**src/rtl/vha_fifo.sv**
```systemverilog
// Two-entry queue used between front and back and on the result side.
module vha_fifo #(
	parameter int WIDTH = 8
) (
	input  logic             clk,
	input  logic             arst_n,
	input  logic             push,
	input  logic [WIDTH-1:0] wdata,
	output logic             full,
	input  logic             pop,
	output logic [WIDTH-1:0] rdata,
	output logic             empty
);
	logic [WIDTH-1:0] mem_q [2];
	logic             wptr_q;
	logic             rptr_q;
	logic [1:0]       cnt_q;
	logic             do_push;
	logic             do_pop;

	assign full    = (cnt_q == 2'd2);
	assign empty   = (cnt_q == 2'd0);
	assign do_push = push && !full;
	assign do_pop  = pop && !empty;
	assign rdata   = mem_q[rptr_q];

	always_ff @(posedge clk) begin
		if (do_push) begin
			mem_q[wptr_q] <= wdata;
		end
	end

	always_ff @(posedge clk or negedge arst_n) begin
		if (!arst_n) begin
			wptr_q <= 1'b0;
			rptr_q <= 1'b0;
			cnt_q  <= 2'd0;
		end else begin
			if (do_push) begin
				wptr_q <= ~wptr_q;
			end
			if (do_pop) begin
				rptr_q <= ~rptr_q;
			end
			cnt_q <= cnt_q + {1'b0, do_push} - {1'b0, do_pop};
		end
	end

endmodule

```
**config.mk**
```make
export PLATFORM = sky130hd
export DESIGN_NAME = vha_fifo
export DESIGN_NICKNAME = d
export VERILOG_FILES = /design/src/rtl/vha_fifo.sv
export SDC_FILE = /design/constraint.sdc
export NUM_CORES = 1
export LEC_CHECK = 0
export CAP_MARGIN = 20
export CORE_ASPECT_RATIO = 0.9
export CORE_MARGIN = 5
export CORE_UTILIZATION = 30
export DETAILED_ROUTE_END_ITERATION = 10
export DONT_BUFFER_PORTS = 1
export MAX_ROUTING_LAYER = met4
export PLACE_DENSITY = 0.48
export SLEW_MARGIN = 5
export SYNTH_ARGS = -nofsm -noshare
export SYNTH_HDL_FRONTEND = slang
export SYNTH_SLANG_ARGS = --single-unit
export TNS_END_PERCENT = 30
```
**constraint.sdc**
```tcl
create_clock -name clk -period 1.7 [get_ports clk]
set_input_delay 0.34 -clock clk [delete_from_list [all_inputs] [get_ports clk]]
set_output_delay 0.34 -clock clk [all_outputs]
set_load 0.05 [all_outputs]
```
**After elaboration in Yosys (flattened, before gate mapping)**

Memories as Yosys holds them, arrays and structs flattened.
Index checks and enable logic that the tools add are counted.

- Memory bits (writable): 16
- Memories kept: 1
- Output and inout port bits: 10
- Flip-flop bits (word level): 4
- Bits of input ports: 12
- Word-level logic and storage cells: 16

- Add/subtract/negate cells: 2
- Eq/ne operators: 1
- Reductions and logical operators: 5
- Bitwise logic cells: 2
- Mux-type cells: 2

Memories:

| name | depth | bits a word | rd ports | clocked after Yosys merged registers in | wr ports | line | text |
|---|---|---|---|---|---|---|---|
| mem_q | 2 | 8 | 1 | 0 | 1 | 14 | `logic [WIDTH-1:0] mem_q [2];` |

Operator list:

| cell | number |
|---|---|
| 2-bit by 1-bit adder with 2-bit output | 1 |
| 2-bit equality test, second input constant | 1 |
| 1-bit logical AND | 2 |
| 1-bit logical NOT | 2 |
| 2-bit logical NOT | 1 |
| 1-bit two-way mux | 2 |
| 1-bit NOT | 2 |
| 2-bit by 1-bit subtractor with 2-bit output | 1 |

**Depth between registers and ports, before layout**

- Depth after elaboration: 5
- Mapped depth: 7
- Mapped depth without buffers: 7

**Worst setup path after synthesis**

No wires, ideal clock.

- Kind: reg2reg
- Start point: register cnt_q[1]
- End point: register cnt_q[1]
- Required time: 1.577 ns
- Cell stages (with the launch flop): 8
- Path slack: -0.393 ns
- Arrival time: 1.970 ns
- Cells stage by stage: dfrtp_1 > nor2_1 > nor2b_2 > ha_1 > inv_1 > ha_1 > xnor2_1 > xnor2_1

- Elaborated cells on any way between the ends: 8
- Those cells by class: 2 x add/sub; 1 x eq/ne; 5 x reduce/logical

RTL lines:

| what | line | text |
|---|---|---|
| start, declared | 17 | `logic [1:0] cnt_q;` |
| start signal, assigned | 45 | `cnt_q <= cnt_q + {1'b0, do_push} - {1'b0, do_pop};` |
| 2-bit logical NOT | 22 | `assign empty = (cnt_q == 2'd0);` |
| via empty | 12 | `output logic empty` |
| 1-bit logical NOT | 24 | `assign do_pop = pop && !empty;` |
| 1-bit logical AND | 24 |  |
| via do_pop | 19 | `logic do_pop;` |
| 2-bit by 1-bit subtractor with 2-bit output | 45 |  |

The timed path passes the listed nets, and every way through them passes these cells.
A chain may end at the register's enable or synchronous reset.

**Worst setup path in the final report**

- Start point: register rptr_q
- End point: output port rdata[2]

- Cells in the longest elaborated chain, start to end: 1

Ends and longest elaborated chain:

| what | line | text |
|---|---|---|
| start, declared | 16 | `logic rptr_q;` |
| start signal, assigned | 43 | `rptr_q <= ~rptr_q;` |
| memory read 2 x 8 bit | -- |  |
| end, declared | 11 | `output logic [WIDTH-1:0] rdata,` |

Every way passes these cells.

==> results.cfg <==
[timing]
finalSetupViolCount = 0
final_max_slew_viol_count = 0
fin_crit_ns = 1.61
period_share_pct = 94.7
hold_violations = 0
setup_tns_ns = 0
tightest_slew_ns = 0.427
max_slew_margin_pct = 71.5
rsz0062_at_grt = no
fmax_mhz = 621
clock_skew_ns = 0.00339

[synth]
synth_top_family_by_area = multiplexers
synth_common_cells = edfxtp_1, mux2_2, dfrtp_1
synth_compound_area_share_pct = 0
synth_area_per_cell_um2 = 18.0
synth_top_area_share_pct = 61.9
yosys_register_bits = 20
synth_area_um2 = 776
synth.most_common_cell = edfxtp_1
synth_edf_count = 16
ys_async_sr_fraction_pct = 20.0
synthMuxAreaShare_pct = 11.6
synth_seq_area_share_pct = 74.8
synth_cell_types = 13
syn_inst = 43
synth_flop_cell = edfxtp_1
yosysTopAreaCell = edfxtp_1
synthXorXnorAreaFrac_pct = 4.52
synth_simple_gate_area_share_pct = 4.19
yosysWarnings = 0
synth_nets = 57
synth_fa_ha_area_share_pct = 3.23
synthTopCellsByArea = edfxtp_1, dfrtp_1, mux2_2

[detailed_routing]
drt-total-wl_um = 1250
num_vias = 354
ant_nets = 0
drt_first_iter_violations = 3
dr.pass1.iters = 2
viasPerCell = 4.48
wl_met3_um = 47
drt-met1-wl_um = 463
drc = 0
dr_wl_met2_um = 736
top_layer = met3
avgRoutedWirePerCell_um = 15.8

[clocking]
cts_tree = yes
root_buffer = clkbuf_4
clk_pin_slew_worst_paths_ns = 0.10
cts_made_buffers = 3
htree_levels = 1
worstSkewPairLatency_ns = 0.28
cts.sinks = 20
clockBufferDepth = 2

[setup_path]
startpoint = rptr_q$_DFFE_PN0P_
cp_top_family = flip-flops
path_cells = mux2_2
crit_fanout = 9
cp_slowest_cell = dfrtp_2
path_class = reg -> out
arrival_ns = 1.27
required_ns = 1.36
r2r_slack_ns = 0.10
path_buf_inv = 0
cpPeakStageDelay_ns = 0.50
r2r-start = cnt_q[0]$_DFF_PN0_
cp-start-kind = register
end_kind = primary output

[floorplan]
die_h_um = 58.2
io_pins = 22
start_util_pct = 31.4
design.core.area_mm2 = 0.00247
num_rows = 17
die_x_um = 63.6
die_area_mm2 = 0.00370

[cells_and_area]
layout.nets = 66
syn2layout_area_growth_pct = 15.5
antenna_cells = 0
drive_above_1_share_pct = 39.2

[placement]
dp_hpwl_um = 946
port-buffer-count = 0
globalplace.congestion = 0.601

[outcome]
status = finished, final reports clean

[grt]
globalRouteOverflowTotal = 0
grt_pass1_vias = 394
grtUsageTotal_pct = 6.98
grt_max_degree = 12
grt_antenna_before_repair = 0
grt_pass1_wl_um = 1890

[job]
maxCapViolations = 0

[worst_hold_path]
hold_path.class = in -> reg
hp-start = wdata[4]
-- routing by layer --
layer / track usage, % / vias up
li1: - / 171
met3: 2.13 / 0
met4: 1.78 / 0
met1: 6.93 / 175
met2: 13.2 / 8
met5: - / -
-- registers in the layout, indices dropped and copies added, names as in the netlist --
name    cells
mem_q      16
cnt_q       2
rptr_q      1
wptr_q      1
-- worst paths after layout --
path                                         end  cells after the start
setup reg to reg              cnt_q[1]$_DFF_PN0_                      7
hold reg to reg               wptr_q$_DFFE_PN0P_                      1
hold / removal             mem_q[0][4]$_DFFE_PP_                      0
min in group asynchronous     cnt_q[1]$_DFF_PN0_                      1
setup / recovery                        rdata[2]                      1
max in group asynchronous     rptr_q$_DFFE_PN0P_                      1
-- per-stage QoR --
stage               setup WS (ns)  area (um2)  std cells  utilization, %  hold slack [ns]
global route              0.00878         896         79            36.3            0.124
CTS                        0.0515         873         78            35.4            0.143
global placement            0.207         836         73            33.9           0.0445
detailed placement         0.0836         836         73            33.9           0.0446
finish                     0.0903         896         79            36.3            0.150
floorplan                  0.0355         783         43               -           0.0444
-- placed cells by master, fill, tap and decap left out --
master / count
and3_1: 1
clkbuf_1: 1
nor2_4: 1
nor2b_2: 1
dfrtp_1: 3
edfxtp_1: 16
nand2_1: 1
buf_4: 4
clkbuf_4: 3
dfrtp_2: 1
inv_1: 2
nor2_1: 1
xor2_1: 1
mux2_2: 8
xnor2_1: 2
ha_1: 2
nand2b_4: 1
dlygate4sd3_1: 1
xnor2_2: 1
-- logic make-up after synthesis --
family,after synthesis
xor gates and xnor gates,4
adders and majority gates,2
buffers and inverters,3
DFF,20
muxes,8
and+or+nand+nor,6
-- what timing repair did --
item / in CTS / in global routing
resized for setup: 1 / 2
setup buffers: 0 / 1
pin swaps: 0 / 0
endpoints found under the setup margin: 8 / 1
hold buffers: 1 / 0
cloned: 0 / 0
endpoints found under the hold margin: 4 / 0
-- layout make-up --
class                      count  area (um2)
fill                         235        1570
sequential                    20         582
clock buffer                   4        26.3
multi-input combinational     20         205
inverter                       2        7.51
tap                           28        35.0
timing repair buffer           5        40.0
Power is not shown: default switching activity piles up to over one toggle a cycle in this logic, so the estimate is an artifact.
