--- src/rtl/vha_pkg.sv ---
// Shared types, codes and the handle packing function of the handle allocator.
package vha_pkg;

	localparam int HANDLE_W = 32;
	localparam int STATUS_W = 2;

	localparam logic [STATUS_W-1:0] STATUS_DONE  = 2'd0;
	localparam logic [STATUS_W-1:0] STATUS_FULL  = 2'd1;
	localparam logic [STATUS_W-1:0] STATUS_STALE = 2'd2;

	localparam logic KIND_CREATE  = 1'b0;
	localparam logic KIND_DESTROY = 1'b1;

	// command classes decided in the front end
	typedef enum logic [1:0] {
		OP_CREATE,
		OP_DESTROY,
		OP_STALE
	} op_t;

	typedef enum logic [1:0] {
		BS_IDLE,
		BS_POP,
		BS_CHECK
	} bstate_t;

	typedef struct packed {
		op_t                 op;
		logic [HANDLE_W-1:0] handle;
	} cmd_t;

	typedef struct packed {
		logic [HANDLE_W-1:0] handle;
		logic [STATUS_W-1:0] status;
	} res_t;

	// index in the low ib bits, version above, truncated to the handle width
	function automatic logic [HANDLE_W-1:0] make_handle(logic [31:0] idx, logic [31:0] ver,
			int ib, int vb);
		logic [63:0] m_i;
		logic [63:0] m_v;
		logic [63:0] h;
		m_i = (64'd1 << ib) - 64'd1;
		m_v = (64'd1 << vb) - 64'd1;
		h   = ({32'd0, idx} & m_i) | (({32'd0, ver} & m_v) << ib);
		return h[HANDLE_W-1:0];
	endfunction

endpackage

--- src/rtl/vha_front.sv ---
// Front end: takes request beats, classifies them and feeds the command queue.
module vha_front #(
	parameter int MAX_SLOTS    = 1024,
	parameter int INDEX_BITS   = 16,
	parameter int VERSION_BITS = 16
) (
	input  logic        clk,
	input  logic        arst_n,
	input  logic        push,
	output logic        full,
	input  logic        kind,
	input  logic [31:0] handle_in,
	output logic        cmd_push,
	output vha_pkg::cmd_t cmd_data,
	input  logic        cmd_full
);
	import vha_pkg::*;

	localparam longint unsigned IDX_SPAN   = (64'd1 << INDEX_BITS) - 64'd1;
	localparam longint unsigned SLOT_LIMIT = (longint'(MAX_SLOTS) < IDX_SPAN) ?
		longint'(MAX_SLOTS) : IDX_SPAN;
	localparam int              USED_BITS  = INDEX_BITS + VERSION_BITS;
	localparam logic [63:0]     IDX_MASK   = (64'd1 << INDEX_BITS) - 64'd1;
	localparam logic [63:0]     HI_MASK    = (USED_BITS >= 64) ? 64'd0 :
		~((64'd1 << USED_BITS) - 64'd1);

	logic        vld_s1;
	cmd_t        cmd_s1;
	logic        accept;
	logic        drain;
	logic [63:0] h64;
	cmd_t        cmd_nxt;

	assign full     = vld_s1 && cmd_full;
	assign accept   = push && !full;
	assign drain    = vld_s1 && !cmd_full;
	assign cmd_push = vld_s1;
	assign cmd_data = cmd_s1;
	assign h64      = {32'd0, handle_in};

	// out-of-range index or stray high bits can never match a live handle
	always_comb begin
		cmd_nxt.handle = handle_in;
		if (kind == KIND_CREATE) begin
			cmd_nxt.op = OP_CREATE;
		end else if (((h64 & HI_MASK) != 64'd0) || ((h64 & IDX_MASK) >= SLOT_LIMIT)) begin
			cmd_nxt.op = OP_STALE;
		end else begin
			cmd_nxt.op = OP_DESTROY;
		end
	end

	always_ff @(posedge clk) begin
		if (accept) begin
			cmd_s1 <= cmd_nxt;
		end
	end

	always_ff @(posedge clk or negedge arst_n) begin
		if (!arst_n) begin
			vld_s1 <= 1'b0;
		end else if (accept) begin
			vld_s1 <= 1'b1;
		end else if (drain) begin
			vld_s1 <= 1'b0;
		end
	end

endmodule

--- config.mk ---
export PLATFORM = sky130hd
export DESIGN_NAME = vha_front
export DESIGN_NICKNAME = d
export VERILOG_FILES = /design/src/rtl/vha_pkg.sv /design/src/rtl/vha_front.sv
export SDC_FILE = /design/constraint.sdc
export NUM_CORES = 1
export LEC_CHECK = 0
export BUFFER_PORTS_ARGS = -buffer_cell sky130_fd_sc_hd__buf_2
export CORE_MARGIN = 5
export CORE_UTILIZATION = 23
export CTS_CLUSTER_SIZE = 40
export DETAILED_ROUTE_END_ITERATION = 6
export PLACE_DENSITY = 0.5
export SLEW_MARGIN = 20
export SYNTH_ARGS = -nofsm -noshare
export SYNTH_HDL_FRONTEND = slang
export SYNTH_SLANG_ARGS = --single-unit
export TNS_END_PERCENT = 10
--- constraint.sdc ---
create_clock -name clk -period 6.85 [get_ports clk]
set_clock_uncertainty 0.05 [all_clocks]
set_input_delay 0 -clock clk [delete_from_list [all_inputs] [get_ports clk]]
set_output_delay 0 -clock clk [all_outputs]
set_load 0.005 [all_outputs]
# Word-level counts from Yosys, hierarchy flattened
# Index checks and enable logic that the tools add are counted.
# classes
n_reduce_logical,6
muxes,3
order_cmp,1
# ops
cell,count
$ge A16 B11 Y1 const B,1
$logic_and A1 B1 Y1,3
$logic_not A1 Y1,2
$mux W1,2
$mux W2,1
$reduce_bool A2 Y1,1
# word_totals
out_inout_bits,36
reg_bits,35
input_bits,37

# Logic depth before layout (Yosys ltp)
# Gate-level depths: netlist (run 1).
# logic_depth
ltp_word,4
ltp_mapped,2
mapped_depth_nobuf,2

# Least setup slack after synthesis (run 1)
# OpenSTA, ideal clock, no wires.
# synth_path
kind,reg-to-reg
start,register vld_s1 (netlist: cmd_push)
end,"register cmd_s1, in the netlist cmd_data[0] (enable)"
path_buffers,0
arrival_time_ps,2104
slack_ps,4267
path_stages_with_launch,3
path_cell_list,dfrtp_1 and2_1 nor2b_1
# synth_via
elab_chain_cells,3
# synth_lines
item,line,text
from (decl),vha_front.sv:27,logic vld_s1;
from (signal assigned),vha_front.sv:61,vld_s1 <= 1'b0;
from (signal assigned),vha_front.sv:63,vld_s1 <= 1'b1;
from (signal assigned),vha_front.sv:65,vld_s1 <= 1'b0;
$logic_and A1 B1 Y1,vha_front.sv:34,assign full = vld_s1 && cmd_full;
net full,vha_front.sv:10,"output logic full,"
$logic_not A1 Y1,vha_front.sv:35,assign accept = push && !full;
$logic_and A1 B1 Y1,vha_front.sv:35,
net accept,vha_front.sv:29,logic accept;
to (signal assigned),vha_front.sv:55,cmd_s1 <= cmd_nxt;
to (decl),vha_front.sv:28,cmd_t cmd_s1;
# The timed path passes the listed nets, and every way through them passes these cells.
# A chain may end at the register's enable or synchronous reset.

# Final worst setup path (run 1)
# layout_path
start,register vld_s1 (netlist: cmd_push)
end,"register cmd_s1, in the netlist cmd_data[1] (enable)"
# layout_via
elab_chain_cells,3
# layout_lines
item,line
$logic_and A1 B1 Y1,vha_front.sv:34
$logic_not A1 Y1,vha_front.sv:35
$logic_and A1 B1 Y1,vha_front.sv:35
net accept,vha_front.sv:29
# The timed path passes the listed nets, and every way through them passes these cells.

==> summary.md, run 1 <==
| Metric | Value |
|---|---|
| Status | `finished, final reports clean` |
| Synth unique cells | `9` |
| Grt ovf | `0` |
| Post-CTS sizing | `0` |
| Detail Route Antenna Nets | `0` |
| Hold Path Cell Cnt | `3` |
| Internal cell power | `0.346 mW` |
| Hold crit path type | `in2reg` |
| H-tree lvl count | `2` |
| Sequential Power Share | `0.582` |
| Synthesized area per cell | `26.1 sq um` |
| Antenna diodes | `0` |
| Slowest Stage Delay on Critical Path | `0.76 ns` |
| Sw Ratio | `0.201` |
| Combinational share of power | `0.109` |
| Cell at the root of the clock tree | `clkbuf_8` |
| CP Launch Type | `flip-flop` |
| RSZ-0062 raised after global routing | `no` |
| Crit-path slowest cell | `nor2b_4` |
| Synth Instances | `42` |
| CTS tree | `built` |
| Placed wire-length estimate | `1.87 mm` |
| # nets final | `194` |
| CTS Buf Count | `5` |
| Vias per cell | `3.88` |
| YS warnings | `0` |
| Switching power total | `0.0872 mW` |
| Critical path endpoint category | `flip-flop` |
| VDD IR-drop max | `0.0000600 V` |
| Initial core utilization | `0.235` |
| Final setup fails | `0` |
| Top delay family on crit path | `simple AND/OR/NAND/NOR gates` |
| Post-synthesis compound-gate area fraction | `0.00686` |
| WHS | `0.0979 ns` |
| Routed via count | `818` |
| Core Box Area | `0.00466 sq mm` |
| IO Count | `73` |
| Mux cell area share after synthesis | `0` |
| F_max | `0.566 GHz` |
| Count of input and output buffers | `72` |
| Post-route DRC | `0` |
| Total Wirelength | `2.85 mm` |
| Synthesis-stage register bit count | `35` |
| Gp weighted congestion | `0.673` |
| Initial antenna violation count | `0` |
| Commonest non-fill, non-tap cell in the layout | `buf_2` |
| CP Data Required Time | `6.70 ns` |
| Crit path cell chain | `and2_1 > nor2b_4` |
| Buf/Inv on CP | `0` |
| Final Instance Area | `0.00197 sq mm` |
| Syn nets | `79` |
| Cell area after synthesis | `0.00109 sq mm` |
| Pin count of the biggest net entering global routing | `35` |
| Layout cells sized above 1 | `0.516` |
| Worst Max-Slew Pin Slew | `0.955 ns` |
| Clk slew on worst S/H paths | `0.07 ns` |
| Cell count of the worst reg-to-reg path | `2` |
| Sum Neg Setup Slack | `0 ns` |
| Power per Cell Area | `220 mW/mm^2` |
| Post-synthesis xor/xnor area fraction | `0` |
| Seq/Total Area, Yosys | `0.955` |
| Longest Clk Path Bufs | `2` |
| Die width | `79.0 um` |
| Sink Count | `35` |
| Growth of design area from synthesis to finish | `79.8%` |
| DR iter-0 viols | `24` |
| MaxCap Viol Count | `0` |
| Slew Limit Fails | `0` |
| Dpl cell area | `0.00153 sq mm` |
| Final Hold Vio Count | `0` |
| Insertion delay to the later sink of the worst-skew pair | `0.28 ns` |
| Rel. slew slack | `0.362` |
| Most frequent cells in the layout | `buf_2, dlygate4sd3_1, edfxtp_1` |
| Pre-Repair DR Iteration Count | `2` |
| Die H | `79.0 um` |
| Final min period | `1.77 ns` |
| Clk pwr share | `0.309` |
| P_leak | `0.835 nW` |
| Inst Count DP | `168` |
| Area share of fa/ha/maj cells after synthesis | `0` |
| GRT Total Usage | `0.0954` |
| Avg WL per Cell | `13.5 um` |
| Largest family of logic cells by synthesized area | `simple AND/OR/NAND/NOR gates` |
| Post-route clock period utilization | `0.258` |
| Vias in the first global route | `923` |
| Critical path peak fanout | `34` |
| First-pass GRT wire length | `4.36 mm` |
| DIE AREA | `0.00624 sq mm` |
| Fin cells | `211` |
| Worst Path Arrival | `1.62 ns` |
| Critical Path Stages | `2` |
| Critical path class | `reg2reg` |
| Simple-gate share of the synthesized area | `0.0377` |
| Row cnt | `25` |
-- worst min-delay path, stage by stage --
cell and delay (ns):
buf_2 0.07, and2_1 0.19, or2_2 0.13
-- cells in the mapped netlist (all sizes together) --
| library cell | number | area share |
|---|---|---|
| nor2 | 1 | 0.0034 |
| nor2b | 1 | 0.0057 |
| nor4 | 1 | 0.011 |
| a21boi | 1 | 0.0069 |
| edfxtp | 34 | 0.93 |
| and2 | 1 | 0.0057 |
| and3 | 1 | 0.0057 |
| or2 | 1 | 0.0057 |
| dfrtp | 1 | 0.023 |
-- routing by layer --
layer  vias to the layer above  global-route usage  wire (um)
li1                        392                   -          -
met3                         8              0.0442        291
met2                        52               0.162       1390
met1                       366              0.0986       1090
met4                         0              0.0481         77
met5                         -                   0          0
-- cell type report --
| class | count | area (sq um) |
|---|---|---|
| well taps | 54 | 67.6 |
| multi-input cells | 7 | 56.3 |
| clock inverters | 2 | 8.76 |
| fillers | 409 | 2690 |
| flip-flops and latches | 35 | 1050 |
| clock buffers | 5 | 68.8 |
| repair buffers | 108 | 721 |
-- cells by family after synthesis --
kind of cell,after synthesis
AOI/OAI and AO/OA,1
DFF,35
and+or+nand+nor,6
-- power by group through the flow --
| stage | clock, mW | sequential (mW) | combinational (mW) |
|---|---|---|---|
| 2_1_floorplan | 0 | 0.259 | 0.00518 |
| 3_3_place_gp | 0 | 0.256 | 0.0309 |
| 3_5_place_dp | 0 | 0.256 | 0.0318 |
| 4_1_cts | 0.141 | 0.252 | 0.0478 |
| 5_1_grt | 0.151 | 0.253 | 0.0517 |
| 6_report | 0.134 | 0.252 | 0.0472 |
-- state kept, by name, summed over array words and instances, names as in the netlist --
name	flops
cmd_data	34
cmd_push	1
-- worst paths after layout --
check / start / endpoint / slack [ns]
min: cmd_full / cmd_push / 0.1
max: cmd_push / cmd_data[1] / 5.08
max reg2reg: cmd_push / cmd_data[1] / 5.08
min reg2reg: cmd_push / cmd_push / 0.65
max in group asynchronous: arst_n / cmd_push / 6.13
min in group asynchronous: arst_n / cmd_push / 0.51
-- metrics by stage --
step / power (mW) / worst slack [ns] / utilization
global placement: 0.287 / 5.14 / 0.328
detailed placement: 0.288 / 5.08 / 0.328
CTS: 0.441 / 5.06 / 0.422
finish: 0.433 / 5.08 / 0.422
global route: 0.455 / 4.98 / 0.422
floorplan: 0.264 / 4.27 / -
-- timing repair --
| action | in CTS | in global routing |
|---|---|---|
| hold endpoints to repair | 35 | 0 |
| hold buffers | 36 | 0 |
| buffers inserted | 0 | 0 |
| setup endpoints to repair | 0 | 0 |
No activity file was read; power rests on OpenSTA's default activity.
==> run 2, diff against run 1 <==
--- a/config.mk
+++ b/config.mk
@@ -5,6 +5,7 @@
 export SDC_FILE = /design/constraint.sdc
 export NUM_CORES = 1
 export LEC_CHECK = 0
+export ABC_AREA = 1
 export BUFFER_PORTS_ARGS = -buffer_cell sky130_fd_sc_hd__buf_2
 export CORE_MARGIN = 5
 export CORE_UTILIZATION = 23
==> constraint.sdc (replaced) <==
create_clock -name clk -period 1.74 [get_ports clk]
set_clock_uncertainty 0.05 [all_clocks]
set_input_delay 0 -clock clk [delete_from_list [all_inputs] [get_ports clk]]
set_output_delay 0 -clock clk [all_outputs]
set_load 0.005 [all_outputs]
==> run 2 against run 1 <==
Against the previous run: utilization is 0.67 points higher; non-clock buffer count is 2 higher; critical path depth is 2 higher; hold slack better by 0.17 ns; critical path type unchanged; largest cell class unchanged.
==> summary.md, run 2 <==
| Metric | Value |
|---|---|
| Gp weighted congestion | `0.677 (+0.58%)` |
| Die H | `79.0 um (about the same)` |
| Internal cell power | `1.37 mW (+300%)` |
| Most frequent cell after synthesis | `edfxtp_1` |
| Post-synth ARST share | `0.0286 (unchanged)` |
| Final Instance Area | `0.00200 sq mm (+1.6%)` |
| Placed wire-length estimate | `1.78 mm (-5.2%)` |
| Worst Max-Slew Pin Slew | `0.184 ns (-0.771 ns)` |
| Register area | `0.00105 sq mm (unchanged)` |
| Layout cells sized above 1 | `0.485 (-0.0311)` |
| Main synth FF type | `edfxtp_1` |
| Switching power total | `0.336 mW (+290%)` |
| Grt ovf | `0 (unchanged)` |
| Leading post-synthesis cells by cell area | `edfxtp_1, dfrtp_1, nor2_1` |
| Insertion delay to the later sink of the worst-skew pair | `0.27 ns (about the same)` |
| Core Box Area | `0.00466 sq mm (unchanged)` |
| Hold_sp | `push` |
| Slowest Stage Delay on Critical Path | `0.38 ns (-0.38 ns)` |
| Crit path cell chain | `nand2_1 > inv_1 > nor2_4 > buf_12` |
| Critical path class | `reg2reg` |
| Cell at the root of the clock tree | `clkbuf_8` |
| RR Startpoint | `cmd_push` |
| Post-route clock period utilization | `0.703 (+0.445)` |
| Hold crit path type | `in2reg` |
| Setup slack, reg-to-reg | `0.52 ns (-4.57 ns)` |
| IO Count | `73 (unchanged)` |
| Total Wirelength | `2.61 mm (-8.2%)` |
| CTS tree | `built` |
| Clk pwr share | `0.306 (-0.003)` |
| Sw Ratio | `0.197 (-0.00409)` |
| Seq/Total Area, Yosys | `0.954 (-0.00109)` |
| Leading post-synthesis cells by instance count | `edfxtp_1, nor2_1, inv_1` |
| Synth Instances | `48 (+14%)` |
| Routed via count | `840 (+2.7%)` |
| First-pass GRT wire length | `4.20 mm (-3.8%)` |
| Post-CTS sizing | `0 (unchanged)` |
| Slew Limit Fails | `0 (unchanged)` |
| Largest area contributor in the netlist | `edfxtp_1` |
| Initial antenna violation count | `0 (unchanged)` |
| DIE AREA | `0.00625 sq mm (+0.10%)` |
| P_leak | `0.867 nW (+3.8%)` |
| Status | `finished, final reports clean` |
| Final setup fails | `0 (unchanged)` |
| Sink Count | `35 (unchanged)` |
| YS warnings | `0 (unchanged)` |
| CP Data Required Time | `1.66 ns (-5.04 ns)` |
| H-tree lvl count | `2 (unchanged)` |
| Crit-path slowest cell | `dfrtp_1` |
| CTS Buf Count | `5 (unchanged)` |
| Sum Neg Setup Slack | `0 ns (unchanged)` |
| Synthesized area per cell | `22.8 sq um (-12%)` |
| Most frequent cells in the layout | `buf_2, dlygate4sd3_1, edfxtp_1` |
| Initial core utilization | `0.235 (+0.000268)` |
| Pre-Repair DR Iteration Count | `3 (+1)` |
| Worst Path Arrival | `1.14 ns (-0.48 ns)` |
| Commonest non-fill, non-tap cell in the layout | `buf_2` |
| Cell area after synthesis | `0.00110 sq mm (+0.11%)` |
| Syn nets | `85 (+7.6%)` |
| Detail Route Antenna Nets | `0 (unchanged)` |
| Max reg flops | `34 (unchanged)` |
| Vias in the first global route | `884 (-4.2%)` |
| Multi-input gate area | `42.5 sq um (-24%)` |
| CTS Hold Bufs | `37 (+2.8%)` |
| MaxCap Viol Count | `0 (unchanged)` |
| Antenna diodes | `0 (unchanged)` |
| Synth unique cells | `6 (-3)` |
| Synthesis-stage register bit count | `35 (unchanged)` |
| Combinational share of power | `0.113 (+0.004)` |
| Growth of design area from synthesis to finish | `82.4%` |
| Power per Cell Area | `851 mW/mm^2 (+290%)` |
| Post-synth EDFFs | `34 (unchanged)` |
| Vias per cell | `3.84 (-1.1%)` |
| CP Launch Type | `flip-flop` |
| RSZ-0062 raised after global routing | `no` |
| Final Hold Vio Count | `0 (unchanged)` |
| Yosys top cell area share | `0.932 (-0.00106)` |
| DR iter-0 viols | `15 (-38%)` |
| # nets final | `202 (+4.1%)` |
| Post-route DRC | `0 (unchanged)` |
| Final min period | `1.22 ns (-0.543 ns)` |
| VDD IR-drop max | `0.000290 V (+380%)` |
| Sequential Power Share | `0.582 (about the same)` |
| Clk slew on worst S/H paths | `0.06 ns (about the same)` |
| Critical path peak fanout | `34 (unchanged)` |
| Die width | `79.0 um (about the same)` |
| Critical Path Start | `cmd_push` |
| Critical path endpoint category | `flip-flop` |
| F_max | `0.817 GHz (+44%)` |
| Pin count of the biggest net entering global routing | `35 (unchanged)` |
| # fillers | `403 (-1.5%)` |
| GRT Total Usage | `0.0915 (-0.00384)` |
| Rel. slew slack | `0.877 (+0.516)` |
| Buffers inserted by post-CTS timing repair | `0 (unchanged)` |
| Longest Clk Path Bufs | `2 (unchanged)` |
| Count of input and output buffers | `72 (unchanged)` |
| Avg WL per Cell | `11.9 um (-12%)` |
| Dpl cell area | `0.00155 sq mm (+1.4%)` |
| Row cnt | `25 (unchanged)` |
-- run 2: cell count changes after synthesis --
cell,before,now
nor2_1,1,5
nor2b_1,1,0
inv_1,0,4
nor4_2,1,0
nand3_1,0,1
nand2_1,0,3
a21boi_0,1,0
and2_1,1,0
or2_2,1,0
and3_1,1,0
-- run 2: cell families after synthesis --
group         synth area share
buf+inv                 0.0137
flops                    0.954
simple gates            0.0320
-- run 2: worst max-delay path: cells and delay by family, from the launching register on --
kind / cells / cell delay [ns]
simple gates: 2 / 0.19
flops: 1 / 0.38
buf+inv: 2 / 0.27
-- run 2: path summary, 6_finish.rpt --
check | endpoint | cells past startpoint
setup / recovery | cmd_data[10] | 4
hold / removal | cmd_data[17] | 4
setup reg to reg | cmd_data[10] | 4
hold reg to reg | cmd_data[17] | 4
max in group asynchronous | cmd_push | 3
min in group asynchronous | cmd_push | 3
-- run 2: per-layer routing --
metal,track usage,vias up,share of wire
met1,0.0928,375,0.38
met3,0.0454,5,0.13
li1,-,408,-
met5,0,-,0
met4,0.0412,0,0.019
met2,0.157,52,0.47
-- run 2: through the flow --
stage | utilization | cells | hold WS [ns] | setup slack (ns) | total power, mW
detailed placement | 0.333 | 175 | -0.273 | 0.531 | 1.14
floorplan | - | 48 | -0.346 | 0.244 | 1.04
global placement | 0.333 | 175 | -0.275 | 0.567 | 1.14
global route | 0.429 | 219 | 0.286 | 0.437 | 1.80
finish | 0.429 | 219 | 0.271 | 0.517 | 1.70
CTS | 0.429 | 219 | 0.267 | 0.499 | 1.73
-- run 2: power groups by stage --
stage	Sequential [mW]	Clock (mW)	Combinational [mW]
2_1_floorplan	1.02	0	0.0236
4_1_cts	0.989	0.547	0.196
3_5_place_dp	1.01	0	0.131
6_report	0.990	0.520	0.192
3_3_place_gp	1.01	0	0.129
5_1_grt	0.993	0.592	0.214
-- run 2: area by class of cell --
cell class / instances / area share
clock buffers: 5 / 0.0344
clock inverters: 2 / 0.00438
inverters: 4 / 0.00751
multi-input cells: 9 / 0.0213
flip-flops and latches: 35 / 0.523
well taps: 54 / 0.0338
repair buffers: 110 / 0.375
